<file path="config.mk">
export PLATFORM = sky130hd
export DESIGN_NAME = i2c_master_phase_sequencer_core
export DESIGN_NICKNAME = d
export VERILOG_FILES = /design/src/rtl/core/i2cps_pkg.sv /design/src/rtl/core/i2cps_step.sv /design/src/rtl/core/i2c_master_phase_sequencer_core.sv
export SDC_FILE = /design/constraint.sdc
export NUM_CORES = 1
export LEC_CHECK = 0
export ABC_CLOCK_PERIOD_IN_PS = 9840
export BUFFER_PORTS_ARGS = -buffer_cell sky130_fd_sc_hd__buf_2
export CORE_UTILIZATION = 46
export DETAILED_ROUTE_END_ITERATION = 8
export PLACE_DENSITY = 0.72
export SETUP_SLACK_MARGIN = 0.02
export SLEW_MARGIN = 5
export SYNTH_ARGS = -nofsm -noshare
export SYNTH_HDL_FRONTEND = slang
export SYNTH_SLANG_ARGS = --single-unit
export TNS_END_PERCENT = 30
</file>
<file path="constraint.sdc">
create_clock -name clk -period 9.84 [get_ports clk]
set_input_delay 0.984 -clock clk [delete_from_list [all_inputs] [get_ports clk]]
set_output_delay 0.984 -clock clk [all_outputs]
set_load 0.1 [all_outputs]
</file>
<file path="src/rtl/core/i2cps_pkg.sv">
`timescale 1ns / 1ps
`default_nettype none

package i2cps_pkg;

	typedef enum logic [2:0] {
		CMD_IDLE  = 3'd0,
		CMD_START = 3'd1,
		CMD_STOP  = 3'd2,
		CMD_WMSB  = 3'd3,
		CMD_WLSB  = 3'd4,
		CMD_READ  = 3'd5
	} cmd_t;

	localparam logic [5:0] WRITE_BIT_PHASES = 6'd24;
	localparam logic [5:0] WRITE_LAST_PHASE = 6'd27;
	localparam logic [5:0] READ_LAST_PHASE  = 6'd31;

	// phase position inside a four-phase sample slot
	localparam logic [1:0] SLOT_REL_SDA = 2'd0;
	localparam logic [1:0] SLOT_REL_SCL = 2'd1;
	localparam logic [1:0] SLOT_SAMPLE  = 2'd2;

	typedef struct packed {
		cmd_t       cmd;
		logic [5:0] phase;
		logic [1:0] sub;    // phase mod 3 while shifting out a write byte
		logic [7:0] shift;
		logic       scl;
		logic       sda;
		logic       ack;
	} state_t;

	typedef struct packed {
		logic       scl_drive;
		logic       sda_drive;
		logic       busy;
		logic       done;
		logic       start_failed;
		logic       ack_bit;
		logic [7:0] read_data;
	} result_t;

	localparam state_t STATE_RESET = '{
		cmd:   CMD_IDLE,
		phase: 6'd0,
		sub:   2'd0,
		shift: 8'd0,
		scl:   1'b1,
		sda:   1'b1,
		ack:   1'b0
	};

endpackage

`default_nettype wire

</file>
<file path="src/rtl/core/i2cps_step.sv">
`timescale 1ns / 1ps
`default_nettype none

module i2cps_step (
	input  wire i2cps_pkg::state_t st_cur,
	input  wire logic [2:0]        kind,
	input  wire logic [7:0]        write_data,
	input  wire logic              sda_in,
	input  wire logic              scl_in,
	output i2cps_pkg::state_t      st_nxt,
	output i2cps_pkg::result_t     res
);
	import i2cps_pkg::*;

	state_t     st;
	logic       done;
	logic       failed;
	logic [5:0] p;

	always_comb begin
		st        = st_cur;
		done      = 1'b0;
		failed    = 1'b0;
		res       = '0;

		if (st_cur.cmd == CMD_IDLE && kind inside {[CMD_START:CMD_READ]}) begin
			st.cmd    = cmd_t'(kind);
			st.phase  = 6'd0;
			st.sub    = 2'd0;
			if (kind == CMD_WMSB || kind == CMD_WLSB) begin
				st.shift = write_data;
			end else if (kind == CMD_READ) begin
				st.shift = 8'd0;
			end
		end
		p = st.phase;

		case (st.cmd)
			CMD_START: begin
				if (p == 6'd0) begin
					st.sda = 1'b1;
				end else if (p == 6'd1) begin
					st.scl = 1'b1;
				end else if (p == 6'd2) begin
					if (sda_in && scl_in) begin
						st.sda = 1'b0;
					end else begin
						failed = 1'b1;
						done   = 1'b1;
					end
				end else begin
					st.scl = 1'b0;
					done   = 1'b1;
				end
			end
			CMD_STOP: begin
				if (p == 6'd0) begin
					st.scl = 1'b0;
				end else if (p == 6'd1) begin
					st.sda = 1'b0;
				end else if (p == 6'd2) begin
					st.scl = 1'b1;
				end else begin
					st.sda = 1'b1;
					done   = 1'b1;
				end
			end
			CMD_WMSB, CMD_WLSB: begin
				if (p < WRITE_BIT_PHASES) begin
					case (st.sub)
						2'd0: begin
							if (st.cmd == CMD_WMSB) begin
								st.sda   = st.shift[7];
								st.shift = {st.shift[6:0], 1'b0};
							end else begin
								st.sda   = st.shift[0];
								st.shift = {1'b0, st.shift[7:1]};
							end
						end
						2'd1:    st.scl = 1'b1;
						default: st.scl = 1'b0;
					endcase
					st.sub = (st.sub == 2'd2) ? 2'd0 : st.sub + 2'd1;
				end else begin
					// ack slot; 24 is a multiple of 4 so p[1:0] is the slot position
					case (p[1:0])
						SLOT_REL_SDA: st.sda = 1'b1;
						SLOT_REL_SCL: st.scl = 1'b1;
						SLOT_SAMPLE:  st.ack = sda_in;
						default:      st.scl = 1'b0;
					endcase
					if (p >= WRITE_LAST_PHASE) begin
						done = 1'b1;
					end
				end
			end
			CMD_READ: begin
				case (p[1:0])
					SLOT_REL_SDA: st.sda = 1'b1;
					SLOT_REL_SCL: st.scl = 1'b1;
					SLOT_SAMPLE:  st.shift[p[4:2]] = st.shift[p[4:2]] | sda_in;
					default:      st.scl = 1'b0;
				endcase
				if (p >= READ_LAST_PHASE) begin
					done          = 1'b1;
					res.read_data = st.shift;
				end
			end
			default: st.cmd = CMD_IDLE;
		endcase

		if (st.cmd != CMD_IDLE) begin
			if (done) begin
				st.cmd   = CMD_IDLE;
				st.phase = 6'd0;
			end else begin
				st.phase = st.phase + 6'd1;
			end
		end

		st_nxt           = st;
		res.scl_drive    = st.scl;
		res.sda_drive    = st.sda;
		res.busy         = (st.cmd != CMD_IDLE);
		res.done         = done;
		res.start_failed = failed;
		res.ack_bit      = st.ack;
	end

endmodule

`default_nettype wire

</file>
<file path="src/rtl/core/i2c_master_phase_sequencer_core.sv">
// I2C master phase sequencer core.
// Input channel (in_valid/in_ready): one request per bus phase tick, carrying
// kind, write_data and the sampled sda_in/scl_in levels. kind is looked at
// only while no command runs; 1 start, 2 stop, 3/4 write MSB/LSB first,
// 5 read, anything else is a plain tick.
// Output channel (out_valid/out_ready): exactly one result per request with
// the line drives after that phase, busy/done flags, start_failed, the latest
// write ACK and the byte assembled by a read (zero except on its last phase).
// A request taken into the input register moves into the result register
// once that one is empty or being taken. Throughput: one request per cycle
// while out_ready is high; the phase state is updated as a request moves
// from the input register into the result register, so back-to-back
// requests see each other's state. When out_ready is low the result register
// holds and the input register still takes one more request; in_ready is
// low while both are full and out_ready is low.
// Reset (arst_n low): both registers empty, no command running, SCL and SDA
// levels in the phase state released, ACK and shift byte cleared.
`timescale 1ns / 1ps
`default_nettype none

module i2c_master_phase_sequencer_core (
	input  wire logic       clk,
	input  wire logic       arst_n,
	input  wire logic       in_valid,
	output logic            in_ready,
	input  wire logic [2:0] kind,
	input  wire logic [7:0] write_data,
	input  wire logic       sda_in,
	input  wire logic       scl_in,
	output logic            out_valid,
	input  wire logic       out_ready,
	output logic            scl_drive,
	output logic            sda_drive,
	output logic            busy_res,
	output logic            done_res,
	output logic            start_failed,
	output logic            ack_bit,
	output logic [7:0]      read_data
);
	import i2cps_pkg::*;

	logic       valid_s1;
	logic [2:0] kind_s1;
	logic [7:0] wdata_s1;
	logic       sda_s1;
	logic       scl_s1;

	logic       valid_s2;
	result_t    res_s2;

	state_t     state_q;
	state_t     state_nxt;
	result_t    res_nxt;
	logic       advance;

	assign advance  = valid_s1 && (!valid_s2 || out_ready);
	assign in_ready = !valid_s1 || advance;

	i2cps_step u_step (
		.st_cur     (state_q),
		.kind       (kind_s1),
		.write_data (wdata_s1),
		.sda_in     (sda_s1),
		.scl_in     (scl_s1),
		.st_nxt     (state_nxt),
		.res        (res_nxt)
	);

	always_ff @(posedge clk or negedge arst_n) begin
		if (!arst_n) begin
			valid_s1 <= 1'b0;
		end else if (in_ready) begin
			valid_s1 <= in_valid;
		end
	end

	always_ff @(posedge clk) begin
		if (in_ready && in_valid) begin
			kind_s1  <= kind;
			wdata_s1 <= write_data;
			sda_s1   <= sda_in;
			scl_s1   <= scl_in;
		end
	end

	always_ff @(posedge clk or negedge arst_n) begin
		if (!arst_n) begin
			state_q  <= STATE_RESET;
			valid_s2 <= 1'b0;
			res_s2   <= '0;
		end else begin
			if (advance) begin
				state_q  <= state_nxt;
				res_s2   <= res_nxt;
				valid_s2 <= 1'b1;
			end else if (out_ready) begin
				valid_s2 <= 1'b0;
			end
		end
	end

	assign out_valid    = valid_s2;
	assign scl_drive    = res_s2.scl_drive;
	assign sda_drive    = res_s2.sda_drive;
	assign busy_res     = res_s2.busy;
	assign done_res     = res_s2.done;
	assign start_failed = res_s2.start_failed;
	assign ack_bit      = res_s2.ack_bit;
	assign read_data    = res_s2.read_data;

endmodule

`default_nettype wire

</file>
# Yosys cells after proc, flatten, opt, wreduce, memory -nomap -nowiden
# Cells that the tools add are included.
[word_totals]
n_memories = 0
register_bits = 50
inputBits = 17
rom_bits = 0
mem_bits_rw = 0
latch_bits = 0
out_inout_bits = 16
[op_classes]
bitwise = 2
n_addsub = 2
n_eq_ne = 14
div_mod_pow = 0
mul = 0
magnitude_cmp = 7
n_reduce_logical = 22
n_mux = 61
shifts = 0
[ops]
columns = ["op", "n"]
rows = [
  ["two-way mux 8 bit", 7],
  ["two-way mux 1 bit", 37],
  ["two-way mux 19 bit", 1],
  ["one-hot mux 8 bit (2 select lines)", 1],
  ["== test 3 bit, second input constant", 4],
  [">= comparator 6 x 5 -> 1 bit, second input constant", 2],
  ["two-way mux 10 bit", 1],
  ["== test 3 x 2 -> 1 bit, second input constant", 3],
  ["two-way mux 9 bit", 1],
  ["bitwise mux 8 bit", 1],
  ["one-hot mux 2 bit (4 select lines)", 1],
  ["adder 6 x 1 -> 6 bit, second input constant", 1],
  ["== test 6 x 1 -> 1 bit, second input constant", 1],
  ["== test 6 x 2 -> 1 bit, second input constant", 1],
  [">= comparator 3 x 1 -> 1 bit, second input constant", 2],
  ["logical AND 1 bit", 6],
  ["zero test 6 bit", 1],
  ["< comparator 6 x 5 -> 1 bit, second input constant", 1],
  ["two-way mux 2 bit", 3],
  ["two-way mux 3 bit", 2],
  ["two-way mux 6 bit", 1],
  ["nonzero test 3 bit", 2],
  ["OR reduction 5 bit", 1],
  ["== test 2 x 1 -> 1 bit, second input constant", 2],
  ["other kinds (18)", 25],
]

# Logic depth before layout (Yosys ltp)
[depth]
word_depth = 12
ltp_mapped = 15

# Modules after synthesis
# Synthesis repeated with hierarchy kept, for this count alone.
[hier_totals]
cells_unflattened = 393
hier_area_um2 = 3907.5
[modules_own_cells]
columns = ["mod", "seq_area_each_um2", "cells_per_inst", "n_inst", "area_per_inst_um2"]
rows = [
  ["i2c_master_phase_sequencer_core", 1343.8, 96, 1, 1974.4],
  ["i2cps_step", 0.0, 297, 1, 1933.1],
]

# Least setup slack after synthesis
# OpenSTA, ideal clock, no wires.
[synth_path]
path_type = "register to register"
from = "reg kind_s1[0]"
to = "reg state_q[16] (netlist bit)"
required_time_ns = 9.716
period_less_slack_ns = 3.090
arrival_ns = 2.966
n_path_buf = 3
setup_slack_ns = 6.750
setup_ns = 0.124
path_stages_with_launch = 14
cell_sequence = "edfxtp_1 > buf_6 > or3_4 > buf_6 > nand3_2 > and2_1 > ha_1 > a41oi_1 > a31oi_4 > or4b_4 > o211ai_2 > buf_6 > nor3_2 > a211o_1"
[synth_between]
elab_chain_cells = 11
word_cells_on_any_way = 33
cone_classes = "1 x add/sub; 5 x order compare; 7 x eq/ne; 14 x mux; 6 x reduce/logical"
[synth_rtl]
columns = ["item", "line_no", "text"]
rows = [
  ["start, declared", "i2c_master_phase_sequencer_core.sv:43", "logic [2:0] kind_s1;"],
  ["start signal, assigned", "i2c_master_phase_sequencer_core.sv:79", "kind_s1 <= kind;"],
  [">= comparator 3 x 1 -> 1 bit / <= comparator 3 bit (equally long branches)", "i2cps_step.sv:26", "if (st_cur.cmd == CMD_IDLE && kind inside {[CMD_START:CMD_READ]}) begin"],
  ["logical AND 1 bit (2 in series)", "i2cps_step.sv:26", ""],
  ["two-way mux 19 bit *", "i2cps_step.sv:26", ""],
  ["parallel branches: the longest is 6 deep, another holds >= comparator 6 x 5 -> 1 bit", "--", ""],
  ["two-way mux 9 bit *", "i2cps_step.sv:112", "if (st.cmd != CMD_IDLE) begin"],
  ["end signal, assigned", "i2c_master_phase_sequencer_core.sv:93", "state_q <= state_nxt;"],
  ["end, declared", "i2c_master_phase_sequencer_core.sv:51", "state_t state_q;"],
]
# Every way passes the cells marked *.
# A chain may end at the register's enable or synchronous reset.

# Final worst setup path
[layout_path]
from = "reg state_q[19] (netlist bit)"
to = "reg res_s2 (netlist bit sda_drive)"
[layout_between]
elab_chain_cells = 8
word_cells_on_any_way = 26
cone_classes = "1 x order compare; 7 x eq/ne; 12 x mux; 6 x reduce/logical"
[layout_rtl]
columns = ["item", "line_no", "text"]
rows = [
  ["zero test 3 bit", "i2cps_step.sv:26", ""],
  ["logical AND 1 bit", "i2cps_step.sv:26", ""],
  ["two-way mux 19 bit *", "i2cps_step.sv:26", ""],
  ["parallel branches: the longest is 4 deep, another holds < comparator 6 x 5 -> 1 bit", "--", ""],
  ["one-hot mux 2 bit (4 select lines) *", "i2cps_step.sv:38", "case (st.cmd)"],
  ["end signal, assigned", "i2c_master_phase_sequencer_core.sv:94", "res_s2 <= res_nxt;"],
  ["end, declared", "i2c_master_phase_sequencer_core.sv:49", "result_t res_s2;"],
]
# Marked as above.

==> impl_metrics.ini <==
[logic_synthesis]
synth.largest_area_cell = dfrtp_1
syn_nets = 418
synth_ff_type = dfrtp_1
ys_top_cells_by_area = dfrtp_1 24%, edfxtp_1 11%, nand2_1 3.8%
ys_warn_count = 0
synthDistinctLibCells = 71
synth.avg_cell_area_sq_um = 9.09
synth_seq_area_share = 0.366
synth_top_area_share = 0.243
synth.cell_area_sq_um = 3600
ys_async_sr_fraction = 0.740
synth_cells = 396
synth_edf_count = 13
ys_seq_elements = 50

[worst_setup_path]
critPathMaxFanout = 26
cp.arrival_ns = 4.19
max_stage_delay_ns = 0.88
crit_family = simple AND/OR/NAND/NOR gates
path_class = reg -> reg
crit_chain = nor3_4, nand3_2, and2_1, inv_2, ha_1, nor2_1, o21ai_0, and2_1, o21bai_1, a2111oi_0, a22oi_1
cp_num_buf_inv = 1
cpMostUsedCell = and2_1
end_kind = flop
start_kind = flop
cp_slowest_cell = nor3_4
required_ns = 10.01

[final_layout]
fillCellCount = 715
num_antenna_cells = 0
layout_commonest_cell = nand2_1
fin_area_sq_um = 3880
nets = 431
final_cell_mix = 36 x nand2_1, 35 x dfrtp_1, 32 x buf_2, 27 x nor2_1, 23 x a21oi_1
syn_to_final_growth_pct = 7.64
final_layout_size_suffix_gt1_frac = 0.163

[global_route]
grt_max_degree = 38
grtUsageTotal = 0.244
antenna_found_initial = 0
overflow = 0
grt_pass1_wl_mm = 16.1
grt_pass1_vias = 3188

[clock_tree]
cts_buffers = 5
htree_num_levels = 2
cts_resized = 0
root_buffer = clkbuf_8
cts.path.max_buffers = 2
cts_setup_buffers = 0
cts_tree = done
ctsHoldBuffers = 0
worstSkewPairLatency_ns = 0.31
clock_sinks = 50
path_clk_slew_ns = 0.09

[route]
routed_wirelength_mm = 9.61
ant_nets = 0
vias = 3337
dr.pass1.iters = 4
viasPerCell = 6.56
wl_per_cell_microns = 18.9
drt_iter0_drc = 304
drcViolationCount = 0

[power_and_ir_drop]
ir_drop_uv = 121
pwr_density_cell_nw_per_um2 = 322
p_leak_nw = 1.59

[place]
dpl_cell_area_sq_um = 3770
place_congestion = 0.902
hpwl_mm = 6.92
io_buffers = 32

[die]
dieArea_sq_um = 8190
die_w_microns = 90.5
rows = 31
initial_core_util = 0.486
die_y_microns = 90.5
core_sq_um = 7410
io_pins = 33

[sta]
final.setup.tns_ns = 0
max_freq_mhz = 248
setup_violations = 0
finalHoldViolCount = 0
report.final.slew_viol_count = 0
rsz0062_at_grt = no
fin_crit_ns = 4.03
fin_crit_sh = 0.409
tightest_slew_ns = 1.16
clock_skew_ns = 0.00717
slew_headroom = 0.220

[worst_hold_path]
hold_path_class = reg -> reg

[outcome]
status = finished clean

[flow_run]
cap_violations = 0
worst paths after layout:
path                                         start                       to  slack, ns  depth (start not counted)
max                        state_q[19]$_DFFE_PN0P_    sda_drive$_DFFE_PN0P_       5.81                         11
min                           busy_res$_DFFE_PN0P_     busy_res$_DFFE_PN0P_       0.48                          2
max reg2reg                state_q[19]$_DFFE_PN0P_    sda_drive$_DFFE_PN0P_       5.81                         11
min reg2reg                   busy_res$_DFFE_PN0P_     busy_res$_DFFE_PN0P_       0.48                          2
max in group asynchronous                   arst_n     valid_s1$_DFFE_PN0N_       8.51                          1
min in group asynchronous                   arst_n  state_q[21]$_DFFE_PN0P_       0.79                          1
worst reg2reg max path: stages (launching register included):
cell,delay [ns]
dfrtp_1,0.54
nor3_4,0.88
nand3_2,0.38
and2_1,0.35
inv_2,0.10
ha_1,0.44
nor2_1,0.09
o21ai_0,0.15
and2_1,0.14
o21bai_1,0.06
a2111oi_0,0.59
a22oi_1,0.18
kinds of logic after synthesis:
logic type	Yosys count	synth area share
AO/OA/AOI/OAI	149	0.323
AND/OR/NAND/NOR	145	0.220
flip-flops	50	0.366
buffers and inverters	40	0.0528
multiplexers	7	0.0198
adder cells (fa/ha/maj)	5	0.0174
cell usage after synthesis, drive strengths merged (4+ instances only):
cell type,number
a211o,6
o21a,4
and3,6
inv,9
a32oi,13
buf,12
nor2b,12
a2111oi,5
or3,5
a32o,5
mux2i,6
o31ai,10
ha,5
o211a,4
dfrtp,35
a21o,5
nand2,37
o21ai,19
nand2b,7
a21oi,23
edfxtp,13
and2,8
nor2,27
clkbuf,19
nor3b,4
o211ai,4
a41oi,7
nor3,18
a31oi,11
a311oi,4
nand3,10
through the flow:
step / utilization / total power, W / hold WS, ns / setup WS (ns) / cells
CTS: 0.523 / 0.00124 / 0.495 / 5.88 / 509
global placement: 0.508 / 0.00107 / 0.455 / 6.10 / 501
finish: 0.523 / 0.00125 / 0.481 / 5.81 / 509
detailed placement: 0.508 / 0.00109 / 0.466 / 5.90 / 501
floorplan: - / 0.000941 / 0.454 / 6.75 / 396
global route: 0.523 / 0.00134 / 0.509 / 5.49 / 509
layer usage:
metal,global-route usage,vias to the layer above,routed length [microns]
li1,-,1562,-
met2,0.403,130,4540
met4,0.0753,0,206
met3,0.0345,21,524
met1,0.330,1624,4350
met5,0,-,0
final cells by class:
type / count / area [sq um] / area share
Multi-Input combinational cell: 306 / 2090 / 0.540
Sequential cell: 50 / 1320 / 0.340
Timing Repair Buffer: 37 / 198 / 0.0510
Tap cell: 99 / 124 / 0.0320
Clock buffer: 6 / 72.6 / 0.0187
Clock inverter: 2 / 37.5 / 0.00968
Inverter: 9 / 33.8 / 0.00872
state kept, by name (all words and copies together), names as in the netlist, 3 cells and up:
register / flops
read_data: 8
state_q: 21
wdata_s1: 8
kind_s1: 3
report_power, final:
part / switching (W) / internal [W]
Sequential: 0.0000996 / 0.000273
Combinational: 0.000483 / 0.000247
Clock: 0.0000707 / 0.0000760
Total: 0.000653 / 0.000595
Power figures use the tool's default switching activity.
